### config.mk
export PLATFORM = sky130hd
export DESIGN_NAME = scan_code_held_key_tracker_flat
export DESIGN_NICKNAME = d
export VERILOG_FILES = /design/src/sv/shk_pkg.sv /design/src/sv/shk_in_if.sv /design/src/sv/shk_keylist.sv /design/src/sv/shk_ctrl.sv /design/src/sv/scan_code_held_key_tracker.sv /design/src/flat_wrapper.sv
export SDC_FILE = /design/constraint.sdc
export NUM_CORES = 1
export LEC_CHECK = 0
export BUFFER_PORTS_ARGS = -buffer_cell sky130_fd_sc_hd__buf_2
export CAP_MARGIN = 20
export CORE_MARGIN = 5
export CORE_UTILIZATION = 42
export DETAILED_ROUTE_END_ITERATION = 10
export GPL_TIMING_DRIVEN = 0
export PLACE_DENSITY = 0.65
export SYNTH_ARGS = -nofsm -noshare
export SYNTH_HDL_FRONTEND = slang
export SYNTH_SLANG_ARGS = --single-unit
### constraint.sdc
create_clock -name clk -period 4.99 [get_ports clk]
set_clock_uncertainty 0.05 [all_clocks]
set_input_delay 1.2475 -clock clk [delete_from_list [all_inputs] [get_ports clk]]
set_output_delay 1.2475 -clock clk [all_outputs]
set_load 0.005 [all_outputs]
### src/sv/shk_pkg.sv
// package for the held key tracker: sizes, codes, state types, lookup functions
// no dependencies
package shk_pkg;

  localparam int MAX_KEYS = 16;
  localparam int CNT_W    = $clog2(MAX_KEYS + 1);
  localparam int IDX_W    = (MAX_KEYS > 1) ? $clog2(MAX_KEYS) : 1;
  localparam int BYTE_W   = 8;
  localparam int KEY_W    = 7;
  localparam int TONE_W   = 10;
  localparam int LIMIT_W  = 5;
  localparam int CMP_W    = (CNT_W > LIMIT_W) ? CNT_W : LIMIT_W;

  localparam logic [BYTE_W-1:0]  BREAK_CODE  = 8'hF0;
  localparam logic [LIMIT_W-1:0] LIMIT_RESET = 5'd16;
  localparam logic [KEY_W-1:0]   NO_KEY      = '0;

  typedef enum logic [1:0] {
    ST_IDLE,
    ST_SCAN,
    ST_SHIFT,
    ST_FINISH
  } shk_state_t;

  typedef enum logic {
    OP_PRESS,
    OP_RELEASE
  } shk_op_t;

  // control from the sequencer to the key list
  typedef struct packed {
    logic             we;
    logic [IDX_W-1:0] waddr;
    logic [KEY_W-1:0] wdata;
    logic [IDX_W-1:0] raddr;
    logic [KEY_W-1:0] key;
  } shk_list_ctl_t;

  // set-2 make code to ascii, zero for unsupported codes
  function automatic logic [KEY_W-1:0] scan_to_ascii(input logic [BYTE_W-1:0] code);
    logic [KEY_W-1:0] k;
    unique case (code)
      8'h1C:   k = 7'h61;
      8'h32:   k = 7'h62;
      8'h21:   k = 7'h63;
      8'h23:   k = 7'h64;
      8'h24:   k = 7'h65;
      8'h2B:   k = 7'h66;
      8'h34:   k = 7'h67;
      8'h45:   k = 7'h30;
      8'h16:   k = 7'h31;
      8'h1E:   k = 7'h32;
      8'h26:   k = 7'h33;
      8'h25:   k = 7'h34;
      8'h2E:   k = 7'h35;
      8'h36:   k = 7'h36;
      8'h3D:   k = 7'h37;
      8'h3E:   k = 7'h38;
      8'h46:   k = 7'h39;
      default: k = NO_KEY;
    endcase
    return k;
  endfunction

  // tone in hz for a held key
  function automatic logic [TONE_W-1:0] ascii_to_tone(input logic [KEY_W-1:0] k);
    logic [TONE_W-1:0] t;
    unique case (k)
      7'h61:   t = 10'd440;
      7'h62:   t = 10'd494;
      7'h63:   t = 10'd262;
      7'h64:   t = 10'd294;
      7'h65:   t = 10'd330;
      7'h66:   t = 10'd349;
      7'h67:   t = 10'd392;
      7'h31:   t = 10'd100;
      7'h32:   t = 10'd200;
      7'h33:   t = 10'd300;
      7'h34:   t = 10'd400;
      7'h35:   t = 10'd500;
      7'h36:   t = 10'd600;
      7'h37:   t = 10'd700;
      7'h38:   t = 10'd800;
      7'h39:   t = 10'd900;
      default: t = '0;
    endcase
    return t;
  endfunction

endpackage

### src/sv/shk_in_if.sv
// item channel interfaces: scan byte in, held key result out
// depends on shk_pkg for field widths
interface shk_in_if;
  logic                      valid;
  logic                      ready;
  logic [shk_pkg::BYTE_W-1:0] scan_byte;

  modport source (output valid, output scan_byte, input ready);
  modport sink   (input valid, input scan_byte, output ready);
endinterface

interface shk_out_if;
  logic                       valid;
  logic                       ready;
  logic [shk_pkg::KEY_W-1:0]  last_key;
  logic [shk_pkg::TONE_W-1:0] tone_hz;
  logic [shk_pkg::CNT_W-1:0]  held_count;

  modport source (output valid, output last_key, output tone_hz, output held_count,
                  input ready);
  modport sink   (input valid, input last_key, input tone_hz, input held_count,
                  output ready);
endinterface

### src/sv/shk_keylist.sv
// held key storage with one write port, one read port and the shared key compare
// depends on shk_pkg
module shk_keylist (
  input  logic                   clk,
  input  shk_pkg::shk_list_ctl_t ctl,
  output logic [shk_pkg::KEY_W-1:0] rd_key,
  output logic                   match
);
  import shk_pkg::*;

  logic [KEY_W-1:0] keys_r [MAX_KEYS];

  // single write port; entries past the count may be read, but their data is never used
  always_ff @(posedge clk) begin
    if (ctl.we) begin
      keys_r[ctl.waddr] <= ctl.wdata;
    end
  end

  // read port and the compare unit used by the list walk
  assign rd_key = keys_r[ctl.raddr];
  assign match  = (rd_key == ctl.key);

endmodule

### src/sv/shk_ctrl.sv
// sequencer: decodes the scan byte, walks the list for lookup and shift-down
// depends on shk_pkg
module shk_ctrl (
  input  logic                        clk,
  input  logic                        rst_n,
  input  logic                        in_valid,
  input  logic [shk_pkg::BYTE_W-1:0]  scan_byte,
  output logic                        in_ready,
  input  logic [shk_pkg::LIMIT_W-1:0] list_limit,
  input  logic [shk_pkg::KEY_W-1:0]   rd_key,
  input  logic                        match,
  input  logic                        out_free,
  output shk_pkg::shk_list_ctl_t      ctl,
  output logic                        fin_valid,
  output logic [shk_pkg::CNT_W-1:0]   count
);
  import shk_pkg::*;

  shk_state_t       state_r, state_nxt;
  shk_op_t          op_r, op_nxt;
  logic             bp_r, bp_nxt;
  logic [CNT_W-1:0] count_r, count_nxt;
  logic [CNT_W-1:0] ptr_r, ptr_nxt;
  logic [KEY_W-1:0] key_r, key_nxt;

  logic [KEY_W-1:0] in_key;
  logic [CNT_W-1:0] ptr_inc;
  logic [CMP_W-1:0] lim_ext, cnt_ext, eff_limit;
  logic             room;

  assign in_key  = scan_to_ascii(scan_byte);
  assign ptr_inc = ptr_r + 1'b1;

  // effective slot limit, capped at the list depth
  always_comb begin
    lim_ext   = CMP_W'(list_limit);
    cnt_ext   = CMP_W'(count_r);
    eff_limit = (lim_ext > CMP_W'(MAX_KEYS)) ? CMP_W'(MAX_KEYS) : lim_ext;
    room      = (cnt_ext < eff_limit);
  end

  // next state
  always_comb begin
    state_nxt = state_r;
    unique case (state_r)
      ST_IDLE: begin
        if (in_valid) begin
          priority if (bp_r) begin
            state_nxt = (in_key != NO_KEY) ? ST_SCAN : ST_FINISH;
          end else if (scan_byte == BREAK_CODE) begin
            state_nxt = ST_FINISH;
          end else begin
            state_nxt = (in_key != NO_KEY) ? ST_SCAN : ST_FINISH;
          end
        end
      end
      ST_SCAN: begin
        priority if (ptr_r == count_r) begin
          state_nxt = ST_FINISH;
        end else if (match) begin
          state_nxt = (op_r == OP_RELEASE) ? ST_SHIFT : ST_FINISH;
        end
      end
      ST_SHIFT: begin
        if (ptr_inc >= count_r) begin
          state_nxt = ST_FINISH;
        end
      end
      ST_FINISH: begin
        if (out_free) begin
          state_nxt = ST_IDLE;
        end
      end
      default: state_nxt = ST_IDLE;
    endcase
  end

  // datapath control and register updates per state
  always_comb begin
    op_nxt    = op_r;
    bp_nxt    = bp_r;
    count_nxt = count_r;
    ptr_nxt   = ptr_r;
    key_nxt   = key_r;
    ctl.we    = 1'b0;
    ctl.waddr = ptr_r[IDX_W-1:0];
    ctl.wdata = rd_key;
    ctl.raddr = IDX_W'(count_r - 1'b1);
    ctl.key   = key_r;
    unique case (state_r)
      ST_IDLE: begin
        if (in_valid) begin
          ptr_nxt = '0;
          key_nxt = in_key;
          priority if (bp_r) begin
            bp_nxt = 1'b0;
            op_nxt = OP_RELEASE;
          end else if (scan_byte == BREAK_CODE) begin
            bp_nxt = 1'b1;
          end else begin
            op_nxt = OP_PRESS;
          end
        end
      end
      ST_SCAN: begin
        ctl.raddr = ptr_r[IDX_W-1:0];
        priority if (ptr_r == count_r) begin
          // key absent: append on press if there is room
          if (op_r == OP_PRESS && room) begin
            ctl.we    = 1'b1;
            ctl.waddr = count_r[IDX_W-1:0];
            ctl.wdata = key_r;
            count_nxt = count_r + 1'b1;
          end
        end else if (!match) begin
          ptr_nxt = ptr_inc;
        end
      end
      ST_SHIFT: begin
        // move the next entry down one place, then drop the tail
        ctl.raddr = ptr_inc[IDX_W-1:0];
        if (ptr_inc < count_r) begin
          ctl.we  = 1'b1;
          ptr_nxt = ptr_inc;
        end else begin
          count_nxt = count_r - 1'b1;
        end
      end
      ST_FINISH: begin
      end
      default: begin
      end
    endcase
  end

  always_ff @(posedge clk) begin
    if (!rst_n) begin
      state_r <= ST_IDLE;
      bp_r    <= 1'b0;
      count_r <= '0;
    end else begin
      state_r <= state_nxt;
      bp_r    <= bp_nxt;
      count_r <= count_nxt;
    end
  end

  always_ff @(posedge clk) begin
    op_r  <= op_nxt;
    ptr_r <= ptr_nxt;
    key_r <= key_nxt;
  end

  assign in_ready  = (state_r == ST_IDLE);
  assign fin_valid = (state_r == ST_FINISH);
  assign count     = count_r;

endmodule

### src/sv/scan_code_held_key_tracker.sv
// top level of the held key tracker: config register, result register, wiring
// depends on shk_pkg, shk_in_if, shk_out_if, shk_keylist, shk_ctrl
//
// Usage:
//   in_item  carries one PS/2 set-2 scan byte per item (valid/ready).
//   out_item returns exactly one result per input item: the most recently
//            pressed key still held (ascii, 0 if none), its tone in hz and
//            the number of held keys.
//   cfg_we / cfg_wdata write list_limit (reset 16, values above 16 act as 16);
//            write only while the block is idle.
// Sequence:
//   the accepting edge decodes the item, then the list entries are looked up
//   one at a time through the single read port and compare unit, entries are
//   moved down one place on a release and the tail is dropped, and a finish
//   state loads the result register.
//   in_ready is high only while the sequencer is idle, so one item is in
//   work at a time; the next item can be accepted while a result waits.
// Reset:
//   synchronous, active low; clears the held list, the break flag and the
//   result valid, and sets list_limit to 16.
// Stall:
//   a result not taken holds in the output register; a finished item waits
//   for it to drain before going idle again.
module scan_code_held_key_tracker (
  input  logic                        clk,
  input  logic                        rst_n,
  shk_in_if.sink                      in_item,
  shk_out_if.source                   out_item,
  input  logic                        cfg_we,
  input  logic [shk_pkg::LIMIT_W-1:0] cfg_wdata
);
  import shk_pkg::*;

  logic [LIMIT_W-1:0] list_limit_r;
  shk_list_ctl_t      ctl;
  logic [KEY_W-1:0]   rd_key;
  logic               match;
  logic               fin_valid;
  logic [CNT_W-1:0]   count;
  logic               out_free;

  logic               out_valid_r;
  logic [KEY_W-1:0]   last_key_r, last_key_nxt;
  logic [TONE_W-1:0]  tone_r;
  logic [CNT_W-1:0]   held_count_r;

  // configuration register
  always_ff @(posedge clk) begin
    if (!rst_n) begin
      list_limit_r <= LIMIT_RESET;
    end else if (cfg_we) begin
      list_limit_r <= cfg_wdata;
    end
  end

  shk_keylist u_list (
    .clk    (clk),
    .ctl    (ctl),
    .rd_key (rd_key),
    .match  (match)
  );

  shk_ctrl u_ctrl (
    .clk        (clk),
    .rst_n      (rst_n),
    .in_valid   (in_item.valid),
    .scan_byte  (in_item.scan_byte),
    .in_ready   (in_item.ready),
    .list_limit (list_limit_r),
    .rd_key     (rd_key),
    .match      (match),
    .out_free   (out_free),
    .ctl        (ctl),
    .fin_valid  (fin_valid),
    .count      (count)
  );

  // result register, loaded when the finished item finds it free
  assign out_free     = !out_valid_r || out_item.ready;
  assign last_key_nxt = (count == '0) ? NO_KEY : rd_key;

  always_ff @(posedge clk) begin
    if (!rst_n) begin
      out_valid_r <= 1'b0;
    end else if (out_free) begin
      out_valid_r <= fin_valid;
    end
  end

  always_ff @(posedge clk) begin
    if (fin_valid && out_free) begin
      last_key_r   <= last_key_nxt;
      tone_r       <= ascii_to_tone(last_key_nxt);
      held_count_r <= count;
    end
  end

  assign out_item.valid      = out_valid_r;
  assign out_item.last_key   = last_key_r;
  assign out_item.tone_hz    = tone_r;
  assign out_item.held_count = held_count_r;

endmodule

### src/flat_wrapper.sv
// flat-port wrapper written by rule: the top's interface ports become plain ports
module scan_code_held_key_tracker_flat import shk_pkg::*;
  (clk, rst_n, cfg_we, cfg_wdata, in_item_valid, in_item_scan_byte, in_item_ready, out_item_valid, out_item_last_key, out_item_tone_hz, out_item_held_count, out_item_ready);
  shk_in_if in_item_i ();
  shk_out_if out_item_i ();
  input  logic clk;
  input  logic rst_n;
  input  logic cfg_we;
  input  logic [shk_pkg::LIMIT_W-1:0] cfg_wdata;
  input wire logic [$bits(in_item_i.valid)-1:0] in_item_valid;
  input wire logic [$bits(in_item_i.scan_byte)-1:0] in_item_scan_byte;
  output wire logic [$bits(in_item_i.ready)-1:0] in_item_ready;
  output wire logic [$bits(out_item_i.valid)-1:0] out_item_valid;
  output wire logic [$bits(out_item_i.last_key)-1:0] out_item_last_key;
  output wire logic [$bits(out_item_i.tone_hz)-1:0] out_item_tone_hz;
  output wire logic [$bits(out_item_i.held_count)-1:0] out_item_held_count;
  input wire logic [$bits(out_item_i.ready)-1:0] out_item_ready;
  assign in_item_i.valid = in_item_valid;
  assign in_item_i.scan_byte = in_item_scan_byte;
  assign in_item_ready = in_item_i.ready;
  assign out_item_valid = out_item_i.valid;
  assign out_item_last_key = out_item_i.last_key;
  assign out_item_tone_hz = out_item_i.tone_hz;
  assign out_item_held_count = out_item_i.held_count;
  assign out_item_i.ready = out_item_ready;
  scan_code_held_key_tracker u_core (.clk(clk), .rst_n(rst_n), .in_item(in_item_i), .out_item(out_item_i), .cfg_we(cfg_we), .cfg_wdata(cfg_wdata));
endmodule
Yosys cells after proc, flatten, opt, wreduce, memory -nomap -nowiden --
Memory sizes are Yosys's and may differ from the RTL's. Index checks and enable logic that the tools add are counted. Widths: inputs -> output; s select.
Operators by class: add/subtract/negate cells 3, order comparisons 4, eq/ne operators 50, mux-type cells 34, bitwise operators 1, reductions and logical operators 14
Operators with widths (count):
- $pmux 10 s16 | 1
- $pmux 7 s17 | 1
- $eq 8x6->1 const B | 12
- $eq 7x6->1 const B | 9
- $eq 7x7->1 const B | 7
- $mux 5 | 8
- $eq 8x5->1 const B | 3
- $mux 12 | 2
- $ne 2x2->1 const B | 10
- $eq 8x7->1 const B | 2
- $mux 2 | 8
- $pmux 5 s3 | 1
- $mux 11 | 1
- $add 5x1->5 const B | 2
- $lt 5x5->1 | 2
- $pmux 5 s2 | 1
- $eq 8x8->1 const B | 1
- $pmux 2 s4 | 1
- $pmux 4 s2 | 1
- $reduce_and 4->1 | 2
- $eq 7x7->1 | 1
- $mux 1 | 7
- $mux 7 | 1
- $reduce_bool 7->1 | 1
- other kinds (19) | 21
Word-level totals: register bits 49, bits in writable memories 112, input port bits 18, memories kept 1
Memory list:
- u_core.u_list.keys_r | depth 16, width 7, read ports 1, clocked after memory_dff 0, wr ports 1, RTL line shk_keylist.sv:11 | logic [KEY_W-1:0] keys_r [MAX_KEYS];

Logic depth before layout (Yosys ltp) --
Gate-level depths: netlist of run 1.
depth in word-level cells 9, mapped depth 17, mapped depth without buffers 13

Modules after synthesis --
From an unflattened synthesis of run 1, not the netlist that was laid out.
Second synthesis, totals: cell total of the unflattened synthesis 570, area, all modules 7932.6 sq um
Modules (own cells, without submodules):
- shk_keylist | instances 1, cells an instance 226, area each 4644.5 sq um, seq. area each 3363.2 sq um
- shk_ctrl | instances 1, cells an instance 236, area each 1978.1 sq um, seq. area each 550.5 sq um
- scan_code_held_key_tracker | instances 1, cells an instance 108, area each 1310.0 sq um, seq. area each 780.7 sq um

Worst setup path before layout of run 1 --
Ideal clock, no wire load.
path type reg-to-reg, start point reg u_core.u_ctrl.count_r[0], in the netlist u_core.u_ctrl.count[0], end point reg u_core.tone_r[6], in the netlist u_core.out_item.tone_hz[6] (data pin), arrival 3.418 ns, data required time 4.760 ns, slack 1.342 ns, stages on the path, launching flop included 15, buffers on the path 4, clock period less this slack 3.648 ns, cells stage by stage dfxtp_1 > buf_2 > inv_1 > ha_1 > clkbuf_1 > clkbuf_1 > mux4_2 > a21oi_1 > a22oi_1 > a21oi_1 > buf_2 > or3b_1 > o21ai_0 > nand2_1 > a221oi_1
On the way: cells in the longest elaborated chain, start to end 6, elaborated cells between the ends (all ways) 22
RTL lines:
- start, declared | RTL line shk_ctrl.sv:22 | logic [CNT_W-1:0] count_r, count_nxt;
- start signal, assigned | RTL line shk_ctrl.sv:144 | count_r <= count_nxt;
- $sub 5x1->5
- $pmux 4 s2 | RTL line shk_ctrl.sv:90 | unique case (state_r)
- $mem_v2 16x7
- $mux 7 * | RTL line scan_code_held_key_tracker.sv:80 | assign last_key_nxt = (count == '0) ? NO_KEY : rd_key;
- $eq 7x6->1 or $eq 7x7->1 (tied branches) | RTL line shk_pkg.sv:68 | unique case (k)
- $pmux 10 s16 * | RTL line shk_pkg.sv:68
- end signal, assigned | RTL line scan_code_held_key_tracker.sv:93 | tone_r <= ascii_to_tone(last_key_nxt);
- end, declared | RTL line scan_code_held_key_tracker.sv:44 | logic [TONE_W-1:0] tone_r;
Every way passes the cells marked *; elsewhere a longest branch is shown, timed or not. A chain may end at the register's enable or synchronous reset.

==> flow_summary_export.csv, run 1 <==
group,metric,value,unit
placement,gp_congestion,0.972,
cts,holdBufCountCts,0,
finish,num-fill-cells,1847,
cts,cts_sinks,161,
yosys,synthCells,749,
yosys,yosys_warnings,0,
sta,setup_viol,0,
yosys,synth_seq_cells,161,
finish,final_common_cell,"edfxtp_1",
placement,io_buffer_count,37,
sta,setup_tns,0,ps
finish,drive_gt1_share,19.0,%
routing,drtIter0Drc,869,
routing,routed_via_density,6.06,
sta,slew_headroom,24.5,%
worst_setup_path,start_kind,"flop",
finish,fin_nets,852,
grt,grt_pass1_wl,36900,µm
placement,dp_cells,1068,
sta,timing.final.crit_share,95.9,%
worst_setup_path,required,5110,ps
cts,clk_latency,430,ps
floorplanning,die_w,156,µm
floorplanning,core_area,21000,µm²
cts,cts_root_buf,"clkbuf_16",
cts,clockBufferDepth,2,
grt,grt-ovfl-total,0,
sta,drv_slew,0,
sta,rsz0062_at_grt,"false",
routing,wirelength,24200,µm
run,drv_cap,0,
yosys,synth_ff_type,"edfxtp_1",
routing,drt_drc_violations_left,0,
placement,hpwl,17500,µm
finish,layout.cells.most_common_list,"edfxtp_1 (147), nand2_1 (70), nor2_1 (53), buf_2 (51), a21oi_1 (37)",
grt,grt_use_total,19.9,%
worst_setup_path,crit_path_end_kind,"flop",
worst_setup_path,path_max_fanout,10,
yosys,synth_area_per_cell,12.0,µm²
finish,diodes,0,
finish,area_growth,13.9,%
floorplanning,core.rowCount,53,
floorplanning,start_util,42.7,%
routing,antenna_left,0,
yosys,synth.distinct_cells,86,
yosys,synth_edf_count,147,
outcome,outcome,"finished, final reports clean",
grt,grt_max_degree,18,
worst_setup_path,worstSetupPathType,"flop to flop",
routing,wire_per_inst,21.9,µm
yosys,seq_area_frac_synth,52.4,%
yosys,synth_nets,784,
grt,grt_antenna_before_repair,0,
sta,final_hold_viol_count,0,
worst_setup_path,cp.arrival,4910,ps
cts,h-tree-depth,4,
finish,instances_no_fill,1105,
cts,cts_tree,"yes",
hold_path,min_path_type,"flop to flop",
placement,place_area,9570,µm²
yosys,synth-async-reset-ratio,0,%
yosys,syn_area,8970,µm²
cts,cts_buffers,17,
floorplanning,fp.dieH,156,µm
grt,grt_pass1_vias,6303,
routing,via_count,6693,
finish,fin_area,10200,µm²
sta,post-route-min-period,4780,ps
floorplanning,die-area,24400,µm²
sta,worst-slew-pin-transition,1130,ps
cts,clkTransAtPathRegs,70,ps
floorplanning,io_pins,42,
routing,firstDrtPassIters,6,
sta,max_freq,0.209,GHz
==> worst max-delay path: stages (launching register included) <==
cell and delay (ps):
dfxtp_1 410, buf_2 310, inv_1 280, ha_1 460, mux2i_4 330, buf_6 250, buf_12 170, mux4_2 350
o21ai_0 490, nor3_1 90, a21oi_1 380, buf_2 320, o21ai_1 310, buf_4 290
==> cells in the mapped netlist, drive strengths merged (6+ instances only) <==
cell type  instances  area, µm²
edfxtp           147       4410
nand2             70        263
nor2              53        199
mux2i             39        407
a21oi             38        190
mux4              29        676
buf               26        188
inv               26       97.6
nand3             25        125
o21ai             25        133
clkbuf            22       82.6
and2              17        106
ha                17        213
nor3              17       85.1
xnor2             16        140
dfxtp             14        280
a211oi            13        103
nor2b             12       75.1
nand2b            10       62.6
mux2               9        105
nand4              7       43.8
nor4               7       43.8
a221oi             6       52.6
and3               6       37.5
o21a               6       45.0
==> worst paths after layout <==
path | start | endpoint | slack, ps | depth (start not counted)
worst max-delay path | u_core.u_ctrl.count[0] | u_core.u_list.keys_r[9][2] | 210 | 13
worst min-delay path | u_core.u_ctrl.bp_r | u_core.u_ctrl.op_r | 420 | 0
worst max register to register | u_core.u_ctrl.count[0] | u_core.u_list.keys_r[9][2] | 210 | 13
worst min register to register | u_core.u_ctrl.bp_r | u_core.u_ctrl.op_r | 420 | 0
==> area by class of cell <==
| cell class | count | area [µm²] | share of cell area, % |
|---|---|---|---|
| plain buffers | 48 | 273 | 2.67 |
| clock buffers | 17 | 425 | 4.17 |
| clock inverters | 15 | 170 | 1.67 |
| inverters | 26 | 97.6 | 0.956 |
| multi-input cells | 514 | 3910 | 38.3 |
| flip-flops and latches | 161 | 4690 | 46.0 |
| well taps | 275 | 344 | 3.37 |
| repair buffers | 49 | 294 | 2.88 |
==> cells by family after synthesis <==
family / count (synthesis) / share of synthesized area (%)
AO/OA/AOI/OAI: 153 / 12.4
multiplexers: 77 / 13.2
buffers and inverters: 74 / 4.10
flip-flops: 161 / 52.4
XOR/XNOR: 19 / 1.86
adder cells (fa/ha/maj): 17 / 2.37
AND/OR/NAND/NOR: 248 / 13.7
==> sequential cells by signal, indices dropped and copies added, names as in the netlist, 2 cells and up <==
name,cells
u_core.out_item.held_count,5
u_core.out_item.last_key,7
u_core.u_ctrl.key_r,7
u_core.u_ctrl.state_r,2
u_core.out_item.tone_hz,10
u_core.u_ctrl.count,5
u_core.list_limit_r,5
u_core.u_list.keys_r,112
u_core.u_ctrl.ptr_r,5
==> layer usage <==
metal,global-route usage [%],vias up,share of wire [%]
met2,31.3,362,46
met5,0,-,0
met4,5.50,0,2.1
met1,28.4,3262,43
li1,-,3024,-
met3,3.66,45,8.7
==> stage by stage <==
stage	hold slack (ps)	util (%)	setup WS (ps)
final	417	48.6	207
after global placement	390	45.2	-913
after global routing	426	48.6	79.0
after CTS	414	48.4	25.6
after detailed placement	397	45.5	-139
after floorplan	379	-	1340
==> timing repair <==
item / 4_1_cts / 5_1_grt
setup endpoints to repair: 23 / 11
gates resized for setup: 2 / 2
cloned: 0 / 0
buffers inserted: 0 / 5
Power of run 1 is not shown: default switching activity piles up to over one toggle a cycle in this logic, so the estimate is an artifact.
==> inputs of run 2 (changes only) <==
--- a/config.mk
+++ b/config.mk
@@ -11,7 +11,7 @@
 export CORE_UTILIZATION = 42
 export DETAILED_ROUTE_END_ITERATION = 10
 export GPL_TIMING_DRIVEN = 0
-export PLACE_DENSITY = 0.65
+export PLACE_DENSITY_LB_ADDON = 0.15
 export SYNTH_ARGS = -nofsm -noshare
 export SYNTH_HDL_FRONTEND = slang
 export SYNTH_SLANG_ARGS = --single-unit
==> constraint.sdc (replaced) <==
create_clock -name clk -period 4.23 [get_ports clk]
set_clock_uncertainty 0.05 [all_clocks]
set_input_delay 1.0575 -clock clk [delete_from_list [all_inputs] [get_ports clk]]
set_output_delay 1.0575 -clock clk [all_outputs]
set_load 0.005 [all_outputs]
==> flow_summary_export.csv, run 2 (synthesis results as in run 1) <==
group,metric,value,unit
outcome,outcome,"finished, final reports clean",
routing,antenna_left,0,
finish,final_common_cell,"edfxtp_1",
worst_setup_path,start_kind,"flop",
grt,grt-ovfl-total,0,
routing,routed_via_density,6.00,
routing,wire_per_inst,23.7,µm
worst_setup_path,worstReg2RegEnd,"u_core.u_list.keys_r[1][6]",
worst_setup_path,worstSetupPathType,"flop to flop",
worst_setup_path,rrSetupSlack,120,ps
finish,fin_nets,864,
floorplanning,core.rowCount,53,
cts,cts_buffers,17,
finish,drive_gt1_share,23.3,%
cts,clkTransAtPathRegs,70,ps
sta,post-route-min-period,4110,ps
finish,diodes,0,
placement,gp_congestion,0.956,
floorplanning,start_util,42.7,%
worst_setup_path,cp.arrival,4130,ps
finish,largest-register,"u_core.u_list.keys_r",
cts,clk_latency,440,ps
hold_path,hold_depth,0,
hold_path,hold_end,"u_core.out_item.held_count[2]",
cts,h-tree-depth,4,
worst_setup_path,rr_startpoint,"u_core.u_ctrl.ptr_r[0]",
finish,layout.cells.most_common_list,"edfxtp_1 (147), nand2_1 (69), nor2_1 (50), buf_2 (45), mux2i_1 (36)",
placement,io_buffer_count,37,
cts,cts_sinks,161,
cts,clockBufferDepth,2,
finish,area_growth,16.6,%
floorplanning,io_pins,42,
floorplanning,die-area,24400,µm²
worst_setup_path,cpPeakStageDelay,610,ps
cts,cts_tree,"yes",
hold_path,min_from,"u_core.u_ctrl.count[2]",
sta,drv_slew,0,
worst_setup_path,crit_chain,"ha_1 -> xnor2_1 -> inv_1 -> ha_1 -> o21a_1 -> o21ai_0 -> nand2b_1 -> a21oi_1 -> and2_1 -> o21ai_0 -> or3_1 -> nor2_1",
worst_setup_path,path_max_fanout,7,
sta,max_freq,0.243,GHz
worst_setup_path,required,4250,ps
finish,largest_register_ffs,112,
grt,grt_use_total,21.8,%
worst_setup_path,crit_slowest_cell,"nor2_1",
grt,grt_pass1_vias,6568,
worst_setup_path,crit_path_end_kind,"flop",
routing,drtIter0Drc,625,
sta,final_hold_viol_count,0,
sta,slew_headroom,40.1,%
placement,dpl_worst_slack,-1220,ps
routing,via_count,6697,
grt,grt_antenna_before_repair,0,
routing,wirelength,26500,µm
placement,hpwl,19100,µm
grt,grt_pass1_wl,39800,µm
sta,worst-slew-pin-transition,899,ps
sta,rsz0062_at_grt,"true",
cts,cts_root_buf,"clkbuf_16",
grt,grt_max_degree,23,
sta,timing.final.crit_share,97.3,%
routing,drt_drc_violations_left,0,
hold_path,min_path_type,"flop to flop",
cts,holdBufCountCts,0,
sta,setup_ws,116,ps
floorplanning,fp.dieH,156,µm
sta,setup_viol,0,
worst_setup_path,r2r_cells,12,
routing,firstDrtPassIters,7,
floorplanning,core_area,21000,µm²
floorplanning,die_w,156,µm
run,drv_cap,0,
[run 2: cell count changes in the layout (fill, tap and decap cells not counted), sizes merged]
cell,before,now
bufinv,2,1
clkinv,3,5
buf,75,83
inv,34,33
clkbuf,39,43
[run 2: how the worst max path moves through the flow]
stage | start | to | slack [ps]
finish | u_core.u_ctrl.ptr_r[0] | u_core.u_list.keys_r[1][6] | 120
global route | u_core.u_ctrl.ptr_r[0] | u_core.u_list.keys_r[6][2] | -100
CTS | u_core.u_ctrl.count[0] | u_core.out_item.tone_hz[6] | 20
detailed placement | u_core.u_ctrl.count[0] | u_core.u_list.keys_r[15][1] | -1220
global placement | u_core.u_ctrl.count[0] | u_core.u_list.keys_r[3][0] | -2140
floorplan | u_core.u_ctrl.count[0] | u_core.out_item.tone_hz[6] | 580
[run 2: layer usage]
metal  routed length [µm]  global-route usage, %  share of wire [%]  vias to the layer above
met3                 1640                   3.72                6.2                       45
li1                     -                      -                  -                     3039
met5                    0                      0                  0                        -
met1                11400                   29.2                 43                     3346
met2                12700                   36.2                 48                      267
met4                  793                   7.48                3.0                        0
[run 2: worst max-delay path, delay by kind of cell (launching register included)]
family                     cells  cell delay, ps
buffers and inverters          1             180
and+or+nand+nor                4            1420
xor gates and xnor gates       1             270
DFF                            1             520
adders and majority gates      2             620
AOI/OAI and AO/OA              4             690
[run 2: stage by stage]
| step | std cells | hold slack, ps | instance area (µm²) | util [%] | TNS, ps |
|---|---|---|---|---|---|
| floorplan | 749 | 379 | 8970 | - | 0 |
| detailed placement | 1068 | 414 | 9570 | 45.5 | -81750 |
| global route | 1117 | 457 | 10500 | 49.8 | -2990 |
| CTS | 1105 | 430 | 10300 | 48.9 | 0 |
| global placement | 1061 | 395 | 9500 | 45.2 | -173570 |
| finish | 1117 | 423 | 10500 | 49.8 | 0 |
[run 2: what timing repair did]
action                                  CTS  global route
cloned                                    0             0
endpoints found under the setup margin   85           124
pin swaps                                 1             3
gates resized for setup                  22            28
buffers inserted                          5            12
[run 2: final cells by class]
cell class | instances | area [µm²]
Clock inverter | 15 | 146
Buffer | 48 | 319
Multi-Input combinational cell | 514 | 4040
Sequential cell | 161 | 4690
Fill cell | 1846 | 10600
Tap cell | 275 | 344
Inverter | 26 | 101
Clock buffer | 17 | 425
Timing Repair Buffer | 61 | 393
Power of run 2 is left out for the same reason.
==> inputs of run 3 (changes only) <==
--- a/config.mk
+++ b/config.mk
@@ -7,11 +7,12 @@
 export LEC_CHECK = 0
 export BUFFER_PORTS_ARGS = -buffer_cell sky130_fd_sc_hd__buf_2
 export CAP_MARGIN = 20
-export CORE_MARGIN = 5
+export CORE_MARGIN = 4
 export CORE_UTILIZATION = 42
 export DETAILED_ROUTE_END_ITERATION = 10
 export GPL_TIMING_DRIVEN = 0
 export PLACE_DENSITY_LB_ADDON = 0.15
+export SETUP_SLACK_MARGIN = 0.02
 export SYNTH_ARGS = -nofsm -noshare
 export SYNTH_HDL_FRONTEND = slang
 export SYNTH_SLANG_ARGS = --single-unit
==> flow_summary_export.csv, run 3 (synthesis results as in run 1) <==
group,metric,value,unit
finish,largest_register_ffs,112,
sta,final_hold_viol_count,0,
worst_setup_path,cpPeakStageDelay,860,ps
sta,setup_viol,0,
placement,io_buffer_count,37,
worst_setup_path,path_max_fanout,16,
worst_setup_path,crit_path_end_kind,"flop",
routing,drtIter0Drc,714,
worst_setup_path,required,4260,ps
worst_setup_path,crit_slowest_cell,"mux2i_2",
cts,cts_tree,"yes",
cts,clk_latency,440,ps
routing,wirelength,26300,µm
sta,post-route-min-period,4090,ps
cts,cts_sinks,161,
worst_setup_path,crit_chain,"buf_8 -> clkinvlp_4 -> ha_4 -> mux2i_4 -> buf_4 -> buf_4 -> mux4_1 -> nand2_1 -> and3_1 -> nor2_1 -> mux2i_2",
placement,gp_congestion,0.937,
finish,register_area,4700,µm²
run,drv_cap,0,
finish,largest-register,"u_core.u_list.keys_r",
worst_setup_path,worstSetupPathType,"flop to flop",
finish,multiInputGateArea,4040,µm²
floorplanning,core_area,21000,µm²
worst_setup_path,path_common_cell,"buf_4",
routing,via_count,6689,
routing,antenna_left,0,
routing,firstDrtPassIters,5,
cts,cts_root_buf,"clkbuf_16",
finish,fin_nets,862,
routing,drt_drc_violations_left,0,
sta,fin_hold_ws,426,ps
cts,cts_buffers,17,
placement,dpl_worst_slack,-1290,ps
placement,hpwl,18600,µm
floorplanning,core.rowCount,53,
sta,slew_headroom,27.6,%
hold_path,min_path_type,"flop to flop",
finish,final_common_cell,"edfxtp_1",
worst_setup_path,critPathTopFamily,"multiplexers",
routing,routed_via_density,6.00,
sta,max_freq,0.245,GHz
worst_setup_path,start_kind,"flop",
sta,setup_ws,141,ps
floorplanning,die_w,154,µm
sta,drv_slew,0,
grt,grt_pass1_vias,6665,
grt,grt_use_total,22.5,%
worst_setup_path,cp.arrival,4120,ps
grt,grt_pass1_wl,40500,µm
floorplanning,start_util,42.7,%
worst_setup_path,cp.buffers_inverters,4,
cts,clkTransAtPathRegs,70,ps
finish,num-fill-cells,1835,
routing,wire_per_inst,23.6,µm
outcome,outcome,"finished, final reports clean",
sta,worst-slew-pin-transition,1060,ps
finish,layout.cells.most_common_list,"edfxtp_1 (147), nand2_1 (69), nor2_1 (50), buf_2 (48), mux2i_1 (35)",
sta,rsz0062_at_grt,"true",
grt,grt-ovfl-total,0,
sta,timing.final.crit_share,96.7,%
grt,grt_antenna_before_repair,0,
finish,diodes,0,
finish,drive_gt1_share,23.7,%
cts,h-tree-depth,4,
cts,clockBufferDepth,2,
finish,area_growth,16.7,%
floorplanning,die-area,23700,µm²
floorplanning,io_pins,42,
floorplanning,fp.dieH,154,µm
grt,grt_max_degree,23,
-- run 3: cell count changes in the layout (fill, tap and decap cells not counted), sizes merged --
cell / previous run / this run
buf: 83 / 85
clkinv: 5 / 3
clkinvlp: 2 / 4
bufinv: 1 / 0
clkbuf: 43 / 40
-- run 3: path summary, 6_finish.rpt --
check,startpoint,end,slack [ps],cells past startpoint
hold / removal,u_core.u_ctrl.bp_r,u_core.u_ctrl.op_r,430,0
hold reg to reg,u_core.u_ctrl.bp_r,u_core.u_ctrl.op_r,430,0
setup reg to reg,u_core.u_ctrl.count[0],u_core.u_list.keys_r[13][6],140,11
setup / recovery,u_core.u_ctrl.count[0],u_core.u_list.keys_r[13][6],140,11
-- run 3: final cells by class --
cell class | count | area share (%)
multi-input cells | 514 | 38.6
flip-flops and latches | 161 | 44.9
inverters | 26 | 0.968
repair buffers | 59 | 3.81
clock inverters | 14 | 1.33
well taps | 275 | 3.29
plain buffers | 48 | 3.01
clock buffers | 18 | 4.10
-- run 3: worst register-to-register path: stages, from the launching register on --
cell and delay [ps]:
dfxtp_2 380, buf_8 180, clkinvlp_4 190, ha_4 330, mux2i_4 200, buf_4 200
buf_4 190, mux4_1 720, nand2_1 120, and3_1 200, nor2_1 110, mux2i_2 860
-- run 3: per-layer routing --
metal,wire length [µm],track usage [%]
met1,11500,31.0
met2,12400,35.9
met3,1630,4.11
met4,769,8.24
met5,0,0
-- run 3: what timing repair did --
action                     CTS  global route
resized for setup           24            32
hold buffers                 0             0
setup endpoints to repair  117            78
pin swaps                    1             2
buffers inserted            10             7
-- run 3: metrics by stage --
stage / instances / setup TNS (ps) / util, % / instance area [µm²]
after global placement: 1061 / -169040 / 45.2 / 9500
after CTS: 1108 / 0 / 48.9 / 10300
after global routing: 1115 / -316 / 49.8 / 10500
after detailed placement: 1066 / -88630 / 45.4 / 9550
after floorplan: 749 / 0 / - / 8970
final: 1115 / 0 / 49.8 / 10500
Power of run 3 is left out for the same reason.
